===== src/rtl/core/doubly_linked_list_cursor_assert.svh =====
// Assertion macros used by the list cursor top level.
`ifndef DOUBLY_LINKED_LIST_CURSOR_ASSERT_SVH
`define DOUBLY_LINKED_LIST_CURSOR_ASSERT_SVH

// Same-cycle implication, disabled while reset is asserted.
`define DLLC_ASSERT_NOW(label, clk, rst_n, ante, cons) \
	label: assert property (@(posedge clk) disable iff (!rst_n) (ante) |-> (cons)) \
		else $error("list cursor same-cycle check failed");

// Next-cycle implication, disabled while reset is asserted.
`define DLLC_ASSERT_NEXT(label, clk, rst_n, ante, cons) \
	label: assert property (@(posedge clk) disable iff (!rst_n) (ante) |=> (cons)) \
		else $error("list cursor next-cycle check failed");

`endif


===== src/rtl/core/dllc_pkg.sv =====
// Types and codes shared by the list cursor modules.
package dllc_pkg;

	typedef logic [2:0] opcode_t;
	typedef logic [1:0] status_t;
	typedef logic [31:0] data_word_t;
	typedef logic [4:0] count_word_t;

	localparam opcode_t OP_APPEND = 3'd0;
	localparam opcode_t OP_FIRST  = 3'd1;
	localparam opcode_t OP_NEXT   = 3'd2;
	localparam opcode_t OP_PREV   = 3'd3;
	localparam opcode_t OP_REMOVE = 3'd4;
	localparam opcode_t OP_COUNT  = 3'd5;

	localparam status_t ST_OK        = 2'd0;
	localparam status_t ST_END       = 2'd1;
	localparam status_t ST_FULL      = 2'd2;
	localparam status_t ST_NO_CURSOR = 2'd3;

	typedef struct packed {
		opcode_t    opcode;
		data_word_t data_in;
	} req_word_t;

	typedef struct packed {
		status_t     status;
		data_word_t  data_out;
		count_word_t count_out;
	} rsp_word_t;

	typedef enum logic [2:0] {
		S_IDLE,
		S_ISSUE,
		S_LINK,
		S_DATA,
		S_APPEND,
		S_REMOVE
	} state_t;

endpackage


===== src/rtl/core/dllc_out_reg.sv =====
// Output register that holds one response word until the receiver takes it.
module dllc_out_reg (
	input  logic                clk,
	input  logic                arst_n,
	input  logic                load,
	input  dllc_pkg::rsp_word_t load_word,
	output logic                free,
	output logic                valid,
	input  logic                stall,
	output dllc_pkg::rsp_word_t word
);
	import dllc_pkg::*;

	logic      valid_q;
	rsp_word_t word_q;

	assign free  = !valid_q || !stall;
	assign valid = valid_q;
	assign word  = word_q;

	always_ff @(posedge clk or negedge arst_n) begin
		if (!arst_n) begin
			valid_q <= 1'b0;
		end else if (load) begin
			valid_q <= 1'b1;
		end else if (!stall) begin
			valid_q <= 1'b0;
		end
	end

	always_ff @(posedge clk) begin
		if (load) begin
			word_q <= load_word;
		end
	end

endmodule


===== src/rtl/core/dllc_engine.sv =====
// List sequencer with the link and element memories, the free list and the cursor.
module dllc_engine #(
	parameter int CAPACITY   = 16,
	parameter int DATA_WIDTH = 32
) (
	input  logic                clk,
	input  logic                arst_n,
	input  logic                req_valid,
	output logic                req_stall,
	input  dllc_pkg::req_word_t req_word,
	input  logic                out_free,
	output logic                load,
	output dllc_pkg::rsp_word_t load_word
);
	import dllc_pkg::*;

	localparam int CW = $clog2(CAPACITY + 2);
	localparam int SW = $clog2(CAPACITY);
	localparam int NW = $clog2(CAPACITY + 1);
	localparam logic [CW-1:0] HEAD = CW'(CAPACITY);
	localparam logic [CW-1:0] TAIL = CW'(CAPACITY + 1);
	localparam logic [NW-1:0] FULL_COUNT = NW'(CAPACITY);

	function automatic logic is_slot(input logic [CW-1:0] code);
		return code < HEAD;
	endfunction

	state_t                state_q, state_d;
	opcode_t               op_q;
	logic [DATA_WIDTH-1:0] din_q;
	logic [CW-1:0]         first_q, first_d;
	logic [CW-1:0]         last_q, last_d;
	logic [CW-1:0]         cursor_q, cursor_d;
	logic                  cur_ok_q, cur_ok_d;
	logic [NW-1:0]         count_q, count_d;
	logic [CW-1:0]         free_head_q, free_head_d;
	logic [NW-1:0]         fresh_q, fresh_d;
	logic [CW-1:0]         prev_q, prev_d;

	logic [CW-1:0]         next_mem [CAPACITY];
	logic [CW-1:0]         prev_mem [CAPACITY];
	logic [DATA_WIDTH-1:0] data_mem [CAPACITY];

	logic                  rd_en;
	logic [SW-1:0]         rd_addr;
	logic [CW-1:0]         rd_next_q, rd_prev_q;
	logic [DATA_WIDTH-1:0] rd_data_q;
	logic                  next_we, prev_we, data_we;
	logic [SW-1:0]         next_wa, prev_wa, data_wa;
	logic [CW-1:0]         next_wd, prev_wd;
	logic [DATA_WIDTH-1:0] data_wd;

	logic                  issue_fin, link_fin, fin;
	logic [CW-1:0]         alloc;
	status_t               res_status;
	data_word_t            res_data;

	assign alloc     = is_slot(free_head_q) ? free_head_q : CW'(fresh_q);
	assign req_stall = (state_q != S_IDLE);
	assign load      = fin && out_free;
	assign load_word = '{status: res_status, data_out: res_data,
		count_out: count_word_t'(count_d)};

	always_comb begin
		case (op_q)
			OP_APPEND: issue_fin = (count_q == FULL_COUNT);
			OP_FIRST:  issue_fin = !is_slot(first_q);
			OP_NEXT:   issue_fin = !cur_ok_q || (!is_slot(cursor_q) && !is_slot(first_q));
			OP_PREV:   issue_fin = !cur_ok_q || !is_slot(cursor_q);
			OP_REMOVE: issue_fin = !cur_ok_q || !is_slot(cursor_q);
			default:   issue_fin = 1'b1;
		endcase
		case (op_q)
			OP_NEXT: link_fin = !is_slot(rd_next_q);
			OP_PREV: link_fin = !is_slot(rd_prev_q);
			default: link_fin = 1'b0;
		endcase
	end

	always_comb begin
		state_d = state_q;
		case (state_q)
			S_IDLE: begin
				if (req_valid) begin
					state_d = S_ISSUE;
				end
			end
			S_ISSUE: begin
				if (issue_fin) begin
					if (out_free) begin
						state_d = S_IDLE;
					end
				end else begin
					case (op_q)
						OP_APPEND: state_d = S_APPEND;
						OP_FIRST:  state_d = S_DATA;
						OP_NEXT:   state_d = is_slot(cursor_q) ? S_LINK : S_DATA;
						OP_PREV:   state_d = S_LINK;
						OP_REMOVE: state_d = S_LINK;
						default:   state_d = S_IDLE;
					endcase
				end
			end
			S_LINK: begin
				if (link_fin) begin
					if (out_free) begin
						state_d = S_IDLE;
					end
				end else begin
					state_d = (op_q == OP_REMOVE) ? S_REMOVE : S_DATA;
				end
			end
			S_DATA, S_APPEND, S_REMOVE: begin
				if (out_free) begin
					state_d = S_IDLE;
				end
			end
			default: state_d = S_IDLE;
		endcase
	end

	always_comb begin
		first_d     = first_q;
		last_d      = last_q;
		cursor_d    = cursor_q;
		cur_ok_d    = cur_ok_q;
		count_d     = count_q;
		free_head_d = free_head_q;
		fresh_d     = fresh_q;
		prev_d      = prev_q;
		rd_en       = 1'b0;
		rd_addr     = cursor_q[SW-1:0];
		next_we     = 1'b0;
		next_wa     = alloc[SW-1:0];
		next_wd     = TAIL;
		prev_we     = 1'b0;
		prev_wa     = alloc[SW-1:0];
		prev_wd     = last_q;
		data_we     = 1'b0;
		data_wa     = alloc[SW-1:0];
		data_wd     = din_q;
		fin         = 1'b0;
		res_status  = ST_OK;
		res_data    = '0;
		case (state_q)
			S_ISSUE: begin
				if (issue_fin) begin
					fin = 1'b1;
					case (op_q)
						OP_APPEND: res_status = ST_FULL;
						OP_FIRST:  res_status = ST_END;
						OP_NEXT:   res_status = cur_ok_q ? ST_END : ST_NO_CURSOR;
						OP_PREV:   res_status = cur_ok_q ? ST_END : ST_NO_CURSOR;
						OP_REMOVE: res_status = ST_NO_CURSOR;
						OP_COUNT:  res_status = ST_OK;
						default:   res_status = ST_OK;
					endcase
				end else begin
					case (op_q)
						OP_APPEND: begin
							// Old link of the popped free slot is read before the overwrite.
							rd_en   = is_slot(free_head_q);
							rd_addr = free_head_q[SW-1:0];
							data_we = 1'b1;
							prev_we = 1'b1;
							next_we = 1'b1;
						end
						OP_FIRST: begin
							rd_en    = 1'b1;
							rd_addr  = first_q[SW-1:0];
							cursor_d = first_q;
							cur_ok_d = 1'b1;
						end
						OP_NEXT: begin
							rd_en = 1'b1;
							if (!is_slot(cursor_q)) begin
								rd_addr  = first_q[SW-1:0];
								cursor_d = first_q;
							end
						end
						default: begin
							rd_en = 1'b1;
						end
					endcase
				end
			end
			S_LINK: begin
				case (op_q)
					OP_NEXT: begin
						if (link_fin) begin
							fin        = 1'b1;
							res_status = ST_END;
						end else begin
							rd_en    = 1'b1;
							rd_addr  = rd_next_q[SW-1:0];
							cursor_d = rd_next_q;
						end
					end
					OP_PREV: begin
						if (link_fin) begin
							fin        = 1'b1;
							res_status = ST_END;
						end else begin
							rd_en    = 1'b1;
							rd_addr  = rd_prev_q[SW-1:0];
							cursor_d = rd_prev_q;
						end
					end
					default: begin
						prev_d  = rd_prev_q;
						next_wa = rd_prev_q[SW-1:0];
						next_wd = rd_next_q;
						prev_wa = rd_next_q[SW-1:0];
						prev_wd = rd_prev_q;
						if (is_slot(rd_prev_q)) begin
							next_we = 1'b1;
						end else begin
							first_d = rd_next_q;
						end
						if (is_slot(rd_next_q)) begin
							prev_we = 1'b1;
						end else begin
							last_d = rd_prev_q;
						end
					end
				endcase
			end
			S_DATA: begin
				fin      = 1'b1;
				res_data = data_word_t'(rd_data_q);
			end
			S_APPEND: begin
				fin     = 1'b1;
				next_wa = last_q[SW-1:0];
				next_wd = alloc;
				if (out_free) begin
					if (is_slot(free_head_q)) begin
						free_head_d = rd_next_q;
					end else begin
						fresh_d = fresh_q + 1'b1;
					end
					if (is_slot(last_q)) begin
						next_we = 1'b1;
					end else begin
						first_d = alloc;
					end
					last_d  = alloc;
					count_d = count_q + 1'b1;
				end
			end
			S_REMOVE: begin
				fin      = 1'b1;
				res_data = data_word_t'(rd_data_q);
				next_wa  = cursor_q[SW-1:0];
				next_wd  = free_head_q;
				if (out_free) begin
					next_we     = 1'b1;
					free_head_d = cursor_q;
					cursor_d    = is_slot(prev_q) ? prev_q : HEAD;
					count_d     = count_q - 1'b1;
				end
			end
			default: begin
			end
		endcase
	end

	always_ff @(posedge clk or negedge arst_n) begin
		if (!arst_n) begin
			state_q     <= S_IDLE;
			first_q     <= TAIL;
			last_q      <= HEAD;
			cursor_q    <= HEAD;
			cur_ok_q    <= 1'b0;
			count_q     <= '0;
			free_head_q <= TAIL;
			fresh_q     <= '0;
		end else begin
			state_q     <= state_d;
			first_q     <= first_d;
			last_q      <= last_d;
			cursor_q    <= cursor_d;
			cur_ok_q    <= cur_ok_d;
			count_q     <= count_d;
			free_head_q <= free_head_d;
			fresh_q     <= fresh_d;
		end
	end

	always_ff @(posedge clk) begin
		prev_q <= prev_d;
		if (state_q == S_IDLE && req_valid) begin
			op_q  <= req_word.opcode;
			din_q <= DATA_WIDTH'(req_word.data_in);
		end
	end

	always_ff @(posedge clk) begin
		if (rd_en) begin
			rd_next_q <= next_mem[rd_addr];
			rd_prev_q <= prev_mem[rd_addr];
			rd_data_q <= data_mem[rd_addr];
		end
		if (next_we) begin
			next_mem[next_wa] <= next_wd;
		end
		if (prev_we) begin
			prev_mem[prev_wa] <= prev_wd;
		end
		if (data_we) begin
			data_mem[data_wa] <= data_wd;
		end
	end

endmodule


===== src/rtl/core/doubly_linked_list_cursor.sv =====
// Top level of the bounded doubly linked list with a cursor.
//
// Each request word carries an opcode and an append value. Requests are
// taken one at a time: req_stall stays high from the edge that takes a word
// until its response word has been loaded into the output register.
// A word starts in S_ISSUE and, as the dependent reads of the link and
// element memories demand, goes on to S_LINK, S_DATA, S_APPEND or S_REMOVE:
// count and requests rejected at once finish in S_ISSUE; append and first
// go on to S_APPEND or S_DATA, next from the head to S_DATA, and next or
// previous that stop at an end to S_LINK; remove and next or previous that
// follow a stored link pass S_LINK, then S_REMOVE or S_DATA. A new word is
// taken on the cycle after the last response is loaded, not while busy.
// The response word sits in an output register, so the next request is
// taken while an earlier response still waits. When rsp_stall holds that
// register full, the sequencer waits on its last step and holds req_stall.
// Reset clears the list to empty, frees every slot and drops the cursor;
// the memories need no clearing pass and the block takes requests at once.
module doubly_linked_list_cursor #(
	parameter int CAPACITY   = 16,
	parameter int DATA_WIDTH = 32
) (
	input  logic                clk,
	input  logic                arst_n,
	input  logic                req_valid,
	output logic                req_stall,
	input  dllc_pkg::req_word_t req_word,
	output logic                rsp_valid,
	input  logic                rsp_stall,
	output dllc_pkg::rsp_word_t rsp_word
);
	import dllc_pkg::*;

	`include "doubly_linked_list_cursor_assert.svh"

	logic      out_free;
	logic      load;
	rsp_word_t load_word;

	dllc_engine #(
		.CAPACITY  (CAPACITY),
		.DATA_WIDTH(DATA_WIDTH)
	) u_engine (
		.clk      (clk),
		.arst_n   (arst_n),
		.req_valid(req_valid),
		.req_stall(req_stall),
		.req_word (req_word),
		.out_free (out_free),
		.load     (load),
		.load_word(load_word)
	);

	dllc_out_reg u_out_reg (
		.clk      (clk),
		.arst_n   (arst_n),
		.load     (load),
		.load_word(load_word),
		.free     (out_free),
		.valid    (rsp_valid),
		.stall    (rsp_stall),
		.word     (rsp_word)
	);

	`DLLC_ASSERT_NOW(a_load_only_busy, clk, arst_n, load, req_stall)
	`DLLC_ASSERT_NEXT(a_busy_after_take, clk, arst_n, req_valid && !req_stall, req_stall)
	`DLLC_ASSERT_NOW(a_no_overwrite, clk, arst_n, rsp_valid && rsp_stall, !load)
	`DLLC_ASSERT_NEXT(a_load_shows, clk, arst_n, load, rsp_valid && rsp_word == $past(load_word))

endmodule

===== config.mk =====
export PLATFORM = sky130hd
export DESIGN_NAME = doubly_linked_list_cursor
export DESIGN_NICKNAME = d
export VERILOG_FILES = /design/src/rtl/core/dllc_pkg.sv /design/src/rtl/core/dllc_out_reg.sv /design/src/rtl/core/dllc_engine.sv /design/src/rtl/core/doubly_linked_list_cursor.sv
export VERILOG_INCLUDE_DIRS = /design/src /design/src/rtl/core
export SDC_FILE = /design/constraint.sdc
export NUM_CORES = 1
export LEC_CHECK = 0
export BUFFER_PORTS_ARGS = -buffer_cell sky130_fd_sc_hd__buf_2
export CAP_MARGIN = 10
export CORE_UTILIZATION = 35
export CTS_CLUSTER_SIZE = 14
export DETAILED_ROUTE_END_ITERATION = 8
export PLACE_DENSITY_LB_ADDON = 0.05
export SKIP_CTS_REPAIR_TIMING = 1
export SYNTH_ARGS = -nofsm -noshare
export SYNTH_HDL_FRONTEND = slang
export SYNTH_SLANG_ARGS = --single-unit

===== constraint.sdc =====
create_clock -name clk -period 5.6 [get_ports clk]
set_clock_uncertainty 0.15 [all_clocks]
set_input_delay 1.12 -clock clk [delete_from_list [all_inputs] [get_ports clk]]
set_output_delay 1.12 -clock clk [all_outputs]
set_load 0.03 [all_outputs]

# Word-level counts from Yosys, hierarchy flattened
# Memory sizes are Yosys's and may differ from the RTL's. A register that Yosys moved wholly into a read port is not among the register bits.
# Cells that the tools add are included.
# Widths: inputs -> output; s select.
# word_totals
reg_bits	114
ram_bits	672
inputBits	39
output_inout_bits	41
elab_cells	172
n_memories	3
# classes
addsub	3
n_lt_le_gt_ge	7
eq_ne	25
muxes	86
bitwise_logic	3
n_reduce_logical	30
# memory_table
memory	depth	width	read_ports	rd_ports_with_merged_regs	write_ports	line_no	rtl
u_engine.data_mem	16	32	1	1	1	dllc_engine.sv:42	logic [DATA_WIDTH-1:0] data_mem [CAPACITY];
u_engine.next_mem	16	5	1	1	1	dllc_engine.sv:40	logic [CW-1:0] next_mem [CAPACITY];
u_engine.prev_mem	16	5	1	1	1	dllc_engine.sv:41	logic [CW-1:0] prev_mem [CAPACITY];
# op_table
op	count
$mux 5	22
$pmux 5 s2	6
$lt 5x5->1 const B	7
$pmux 5 s3	2
$mux 4	7
$mux 1	27
$pmux 3 s4	2
$pmux 4 s3	2
$pmux 4 s2	2
$mux 3	5
$eq 3x2->1 const B	4
$ne 2x2->1 const B	6
$add 5x1->5 const B	2
$eq 3x3->1 const B	3
$ne 3x3->1 const B	3
$ne 2x1->1 const B	4
$pmux 1 s4	2
$pmux 2 s4	1
$reduce_and 4->1	2
$reduce_and 8->1	1
$logic_not 1->1	7
$eq 3x1->1 const B	2
$logic_not 3->1	2
$mux 2	3
17 further kinds	30

# Logic depth before layout (Yosys ltp)
# Gate-level depths: netlist of the first run.
# logic_depth
ltp_word	9
ltp_mapped	13
ltp_nobuf	9

# By module
# Synthesis of the first run repeated with hierarchy kept, for this count alone.
# unflattened
hier_cells	2140
hier_area_um2	33478.4
# by_module_without_submodules
module	n_inst	cells_per_inst	area_each_um2	seq_area_each_um2
dllc_engine	1	2098	32271.0	23500.0
dllc_out_reg	1	42	1207.4	1196.1

# Worst setup path after synthesis of the first run
# No wires, ideal clock.
# synth_timing
kind	register to register
startpoint	reg u_engine.op_q[1]
endpoint	reg u_out_reg.word_q (netlist bit u_out_reg.word[0]) (enable)
setup_time_ns	0.448
t_arrival_ns	3.476
required_ns	5.002
path_slack_ns	1.525
stages_incl_launch_ff	8
n_path_buf	1
synth_period_minus_slack_ns	4.075
path_cell_list	edfxtp_1 > buf_2 > o21ai_0 > nand4_4 > and3_1 > a211oi_1 > nor2_1 > a21oi_1
# synth_via
elab_chain_len	6
word_cells_on_any_way	14
cone_classes	4 x eq/ne; 6 x mux; 4 x reduce/logical
# synth_lines
item	line_no	rtl
start, declared	dllc_engine.sv:29	opcode_t op_q;
start signal, assigned	dllc_engine.sv:293	op_q <= req_word.opcode;
$eq 3x2->1 / $eq 3x3->1 (equally long branches)	dllc_engine.sv:65, dllc_engine.sv:73, dllc_engine.sv:188	
$reduce_or 2->1 (no source line) / $pmux 1 s2 (equally long branches)	--	
$pmux 1 s4 / $mux 1 (equally long branches)	dllc_engine.sv:65, dllc_engine.sv:190, dllc_engine.sv:200	
$mux 1, on equally long branches	--	
$pmux 1 s3 *	dllc_engine.sv:145	case (state_q)
$logic_and 1x1->1 *	dllc_engine.sv:60	assign load = fin && out_free;
via load	doubly_linked_list_cursor.sv:36	logic load;
end signal, assigned	dllc_out_reg.sv:33	word_q <= load_word;
end, declared	dllc_out_reg.sv:15	rsp_word_t word_q;
# Mark *: on every way through the listed nets, which the timed path passes. The rest lies on a longest branch.
# A chain may end at the register's enable or synchronous reset.

# Final worst setup path of the first run
# layout_timing
startpoint	reg u_engine.op_q[0]
endpoint	reg u_engine.rd_data_q[15], read port of u_engine.data_mem, data pin
# layout_via
elab_chain_len	5
word_cells_on_any_way	20
cone_classes	4 x eq/ne; 13 x mux; 3 x reduce/logical
# layout_lines
item	line_no	rtl
$eq 3x2->1 (tied with other cells)	dllc_engine.sv:65, dllc_engine.sv:73, dllc_engine.sv:188	
$pmux 1 s2 / $reduce_or 2->1 (equally long branches)	--	
$mux 4 (tied with other cells)	dllc_engine.sv:200	if (link_fin) begin
$pmux 4 s2 (tied with other cells)	dllc_engine.sv:188	case (op_q)
$pmux 4 s2 / $pmux 1 s2 (equally long branches)	dllc_engine.sv:145	
end, declared	dllc_engine.sv:47	logic [DATA_WIDTH-1:0] rd_data_q;
# Parallel ways exist; a longest one is shown, timed or not.

==> metrics.yaml, run 1 <==
logic_synthesis:
  ys_seq_area_share_pct: 73.0
  synth_area_um2: 33800
  synth.most_common_cell: "edfxtp_1"
  yosysTopAreaCell: "edfxtp_1"
  syn_nets: 2095
  synth_cell_types: 83
  netlist.area_leader.share_pct: 70.4
  synth_area_per_cell_um2: 16.5
  synth_top_cells_by_count: "793 x edfxtp_1, 200 x mux2_2, 92 x nor2_1"
  ys_warn_count: 0
  synth_flop_cell: "edfxtp_1"
  synth_edf_count: 793
  synthTopCellsByArea: "edfxtp_1 70%, mux2_2 6.7%, dfrtp_1 2.1%, a221o_1 2.1%, a21boi_0 1.8%"
  ys_ff_latch: 828
  async_flop_share_pct: 4.23
  syn_inst: 2052
detailed_routing:
  wirelength_um: 93800
  num_vias: 19153
  vias_per_cell: 5.46
  wl_per_cell_um: 26.7
  drt_pass1_iterations: 6
  antenna_left: 0
  drc: 0
  drt_iter0_markers: 1618
global_route:
  grt_pass1_wl_um: 137000
  grt_max_degree: 101
  grt_overflow: 0
  antenna_found_initial: 1
  first_global_vias: 19562
  track_usage_pct: 19.1
timing:
  hold_viol: 0
  fmax_mhz: 228
  maxSlewHeadroom_pct: 18.0
  rsz0062_at_grt: "no"
  max_slew.worst_pin.slew_ps: 1220
  maxSlewViolCount: 0
  fin_crit_sh_pct: 78.3
  setup_viol: 0
  setup_ws_ps: 1210
  finalSetupTns_ps: 0
  layout_min_cycle_time_ps: 4390
cts:
  root_buffer: "clkbuf_16"
  clk_latency_ps: 660
  cts_buffers: 94
  clk_pin_slew_ps: 60
  h-tree-depth: 3
  clkSinkCount: 828
  tritoncts: "built"
  cts_buffer_depth: 3
placed_design:
  portBuffers: 79
  place_ws_ps: 1220
  dpl.hpwl_um: 55800
  gp_congestion: 0.823
layout:
  area_delta_synth_final_pct: 15.8
  n_fill_cell: 8656
  multi_input_comb_area_um2: 8580
  nets: 2205
  antenna_cells: 0
  drive_gt1_share_pct: 24.7
  ff_latch_area_um2: 24700
pwr:
  peakVddDrop_mv: 0.607
  leakagePower_nw: 12.8
  p_per_area_nw_per_um2: 587
floorplan:
  core_area_um2: 95300
  ios: 80
  start_util_pct: 35.5
  rows: 113
  die_w_um: 313
  fp.dieH_um: 313
  die-area_um2: 97900
setup_path:
  r2r-start: "u_engine.op_q[0]"
  worst_ep_arrival_time_ps: 4640
  critPathMaxFanout: 50
  required_ps: 5850
  critPathLaunchType: "flip-flop"
  end_kind: "flip-flop"
  worst-setup-path-type: "flip-flop to flip-flop"
  startpoint: "u_engine.op_q[0]"
outcome:
  status: "finished, final reports clean"
worst_hold_path:
  worstHoldStart: "u_engine.fresh_q[3]"
  hold_path_class: "flip-flop to flip-flop"
job:
  cap_violations: 0
[sequential cells by signal, summed over array words and instances, names as in the netlist]
| signal | cells |
|---|---|
| u_engine.next_mem | 80 |
| u_out_reg.word | 39 |
| u_engine.cur_ok_q | 1 |
| u_engine.count_q | 5 |
| u_engine.free_head_q | 5 |
| u_engine.prev_mem | 80 |
| u_engine.data_wd | 32 |
| u_engine.rd_data_q | 32 |
| u_engine.first_q | 5 |
| u_engine.last_q | 5 |
| u_engine.rd_prev_q | 5 |
| u_out_reg.valid | 1 |
| u_engine.state_q | 3 |
| u_engine.prev_q | 5 |
| u_engine.rd_next_q | 5 |
| u_engine.data_mem | 512 |
| u_engine.cursor_q | 5 |
| u_engine.op_q | 3 |
| u_engine.fresh_q | 5 |
[routing by layer]
| metal | routed length (µm) | up-vias | GRT usage, % |
|---|---|---|---|
| li1 | - | 8521 | - |
| met1 | 42800 | 10041 | 26.5 |
| met2 | 45300 | 457 | 31.5 |
| met3 | 3690 | 134 | 2.69 |
| met4 | 1970 | 0 | 4.79 |
| met5 | 0 | - | 0 |
[per-stage QoR]
step | hold WS (ps) | utilization (%) | power, W | area (µm²) | std cells
after floorplan | 274 | - | 0.0140 | 33800 | 2052
after global placement | 349 | 37.8 | 0.0168 | 36000 | 3330
after detailed placement | 357 | 37.8 | 0.0169 | 36000 | 3330
after CTS | 366 | 41.1 | 0.0233 | 39200 | 3506
after global routing | 386 | 41.1 | 0.0241 | 39200 | 3507
final | 359 | 41.1 | 0.0230 | 39200 | 3507
[cell usage in the layout (no fill, tap or decap), drive strengths merged, types with 4 or more instances in the layout]
cell	n
nand2	64
or3	5
inv	21
mux2i	42
mux2	204
dfrtp	29
buf	146
o22ai	33
a21boi	81
nand2b	10
nand4	7
a222oi	4
nand3	8
o221ai	5
bufinv	13
or4	14
clkbuf	111
ha	4
and2	35
xnor2	6
a211oi	5
clkinv	50
edfxtp	793
nor3	5
a221o	70
a221oi	53
o21ai	71
a21o	4
dfstp	6
a31oi	4
nor2b	7
or2	5
a21oi	34
nor2	96
and3	29
a22oi	57
o211ai	64
[layout make-up]
| cell class | instances | area share (%) |
|---|---|---|
| clock buffer | 111 | 6.30 |
| timing repair buffer | 146 | 2.71 |
| inverter | 20 | 0.192 |
| multi-input combinational | 1072 | 21.9 |
| clock inverter | 65 | 1.84 |
| tap | 1265 | 4.04 |
| sequential | 828 | 63.0 |
[cells by family after synthesis]
group | after synthesis | share of synthesized area [%]
xor+xnor | 9 | 0.233
compound gates | 514 | 11.6
mux | 246 | 8.03
simple gates | 298 | 4.79
fa+ha+maj | 5 | 0.178
flops | 828 | 73.0
buf+inv | 152 | 2.19
[path summary, 6_finish.rpt]
| check | endpoint | slack [ps] | cells after the start |
|---|---|---|---|
| hold / removal | u_engine.fresh_q[3] | 360 | 1 |
| setup reg to reg | u_engine.rd_data_q[15] | 1210 | 9 |
| setup / recovery | u_engine.rd_data_q[15] | 1210 | 9 |
| max in group asynchronous | u_engine.cursor_q[3] | 4320 | 1 |
| hold reg to reg | u_engine.fresh_q[3] | 360 | 1 |
| min in group asynchronous | u_engine.count_q[3] | 430 | 1 |
[worst max-delay path, cell delays in order, from the launching register on]
cell       delay, ps
edfxtp_1         880
mux2i_1          460
and2_1           280
a31oi_1          170
and2_2           240
buf_4            300
a2bb2oi_1        500
nand2_1          580
o22ai_1          400
o22ai_1          140
[power breakdown]
part / switching [W] / total [W] / internal (W)
registers: 0.000616 / 0.00850 / 0.00789
clock network: 0.00255 / 0.00631 / 0.00376
logic: 0.00530 / 0.00819 / 0.00289
(Power assumes the default switching activity.)
==> inputs of run 2 (changes only) <==
- clock period: 5.6 -> 4.1 ns (I/O delays scaled with it)
==> metrics.yaml, run 2 (synthesized netlist as in run 1, its figures left out) <==
pwr:
  leakagePower_nw: 12.9
  peakVddDrop_mv: 0.567
  p_per_area_nw_per_um2: 801
job:
  cap_violations: 0
setup_path:
  slowest_stage: "o22ai_4"
  endpoint: "u_engine.rd_prev_q[4]"
  path_cells: "buf_4 > mux2i_1 > and2_1 > nor2_1 > o21a_2 > o22ai_4 > buf_12 > a221oi_1 > or4_1 > o22ai_1"
  critPathMaxStageDelay_ps: 630
  worst_ep_arrival_time_ps: 4170
  worst-setup-path-type: "flip-flop to flip-flop"
  cp_num_buf_inv: 2
  reg2reg_to: "u_engine.rd_prev_q[4]"
  cp.depth: 10
  reg2regPathDepth: 10
  startpoint: "u_engine.op_q[0]"
  path_delay_family: "compound AO/OA/AOI/OAI gates"
  r2r-start: "u_engine.op_q[0]"
  critPathMaxFanout: 30
  required_ps: 4440
  critPathLaunchType: "flip-flop"
  end_kind: "flip-flop"
  reg2reg_setup_slack_ps: 270
cts:
  tritoncts: "built"
  cts_buffer_depth: 3
  clk_pin_slew_ps: 60
  h-tree-depth: 3
  cts_buffers: 94
  root_buffer: "clkbuf_16"
  clkSinkCount: 828
  clk_latency_ps: 650
timing:
  rsz0062_at_grt: "no"
  fin_hold_ws_ps: 144
  fin_crit_sh_pct: 93.3
  fmax_mhz: 261
  max_slew.worst_pin.slew_ps: 1260
  setup_viol: 0
  maxSlewViolCount: 0
  hold_viol: 0
  finalSetupTns_ps: 0
  layout_min_cycle_time_ps: 3830
  maxSlewHeadroom_pct: 15.7
floorplan:
  fp.dieH_um: 313
  rows: 113
  ios: 80
  die_w_um: 313
  die-area_um2: 97900
  core_area_um2: 95300
  start_util_pct: 35.5
detailed_routing:
  antenna_left: 0
  wl_per_cell_um: 27.2
  wirelength_um: 96200
  drt_iter0_markers: 1623
  drc: 0
  vias_per_cell: 5.46
  drt_pass1_iterations: 5
  num_vias: 19324
placed_design:
  dpl.hpwl_um: 56200
  portBuffers: 79
  gp_congestion: 0.841
layout:
  drive_gt1_share_pct: 25.1
  area_delta_synth_final_pct: 16.4
  final_cell_mix: "793 x edfxtp_1, 200 x mux2_2, 95 x clkbuf_16"
  nets: 2239
  final_common_cell: "edfxtp_1"
  top_regs: "u_engine.data_mem: 512 flops, u_engine.next_mem: 80 flops, u_engine.prev_mem: 80 flops"
  largest_reg_flops: 512
  regMostFlops: "u_engine.data_mem"
worst_hold_path:
  hold_path_class: "input pin to asynchronous set/reset pin"
outcome:
  status: "finished, final reports clean"
global_route:
  track_usage_pct: 19.6
  first_global_vias: 19770
  grt_overflow: 0
  antenna_found_initial: 0
  grt_pass1_wl_um: 140000
  grt_max_degree: 84
## run 2: per-stage QoR
| stage | cell area, µm² | power (W) | util, % | instances | setup slack [ps] |
|---|---|---|---|---|---|
| finish | 39400 | 0.0315 | 41.3 | 3536 | 273 |
| global route | 39400 | 0.0330 | 41.3 | 3535 | 54.8 |
| CTS | 39400 | 0.0319 | 41.3 | 3535 | 288 |
| detailed placement | 36400 | 0.0237 | 38.2 | 3365 | 307 |
| global placement | 36400 | 0.0237 | 38.2 | 3365 | 322 |
| floorplan | 33800 | 0.0191 | - | 2052 | 25.3 |
## run 2: routing by layer
metal / wire (µm) / GRT usage [%] / part of all wire, %
met4: 2820 / 6.75 / 2.9
met2: 46000 / 31.8 / 48
met1: 43000 / 26.7 / 45
met5: 0 / 0 / 0
met3: 4390 / 2.96 / 4.6
## run 2: area by class of cell
class | instances | area, µm²
Tap cell | 1265 | 1580
Timing Repair Buffer | 180 | 1490
Fill cell | 8678 | 55900
Clock buffer | 108 | 2430
Multi-Input combinational cell | 1072 | 8580
Clock inverter | 62 | 515
Antenna cell | 1 | 2.50
Sequential cell | 828 | 24700
Inverter | 20 | 75.1
## run 2: power by group
part           switching (W)  internal [W]  total (W)
Sequential          0.000789        0.0108     0.0116
Clock                0.00337       0.00472    0.00809
Combinational        0.00752       0.00436     0.0119
## run 2: worst min-delay path by stage
stage / slack [ps] / depth (start not counted) / to
6_report: 140 / 1 / u_engine.count_q[2]
5_1_grt: 150 / 1 / u_engine.data_wd[0]
4_1_cts: 130 / 1 / u_engine.count_q[2]
3_5_place_dp: 350 / 1 / u_engine.count_q[3]
3_3_place_gp: 350 / 1 / u_engine.fresh_q[3]
2_1_floorplan: 270 / 0 / u_engine.prev_q[4]
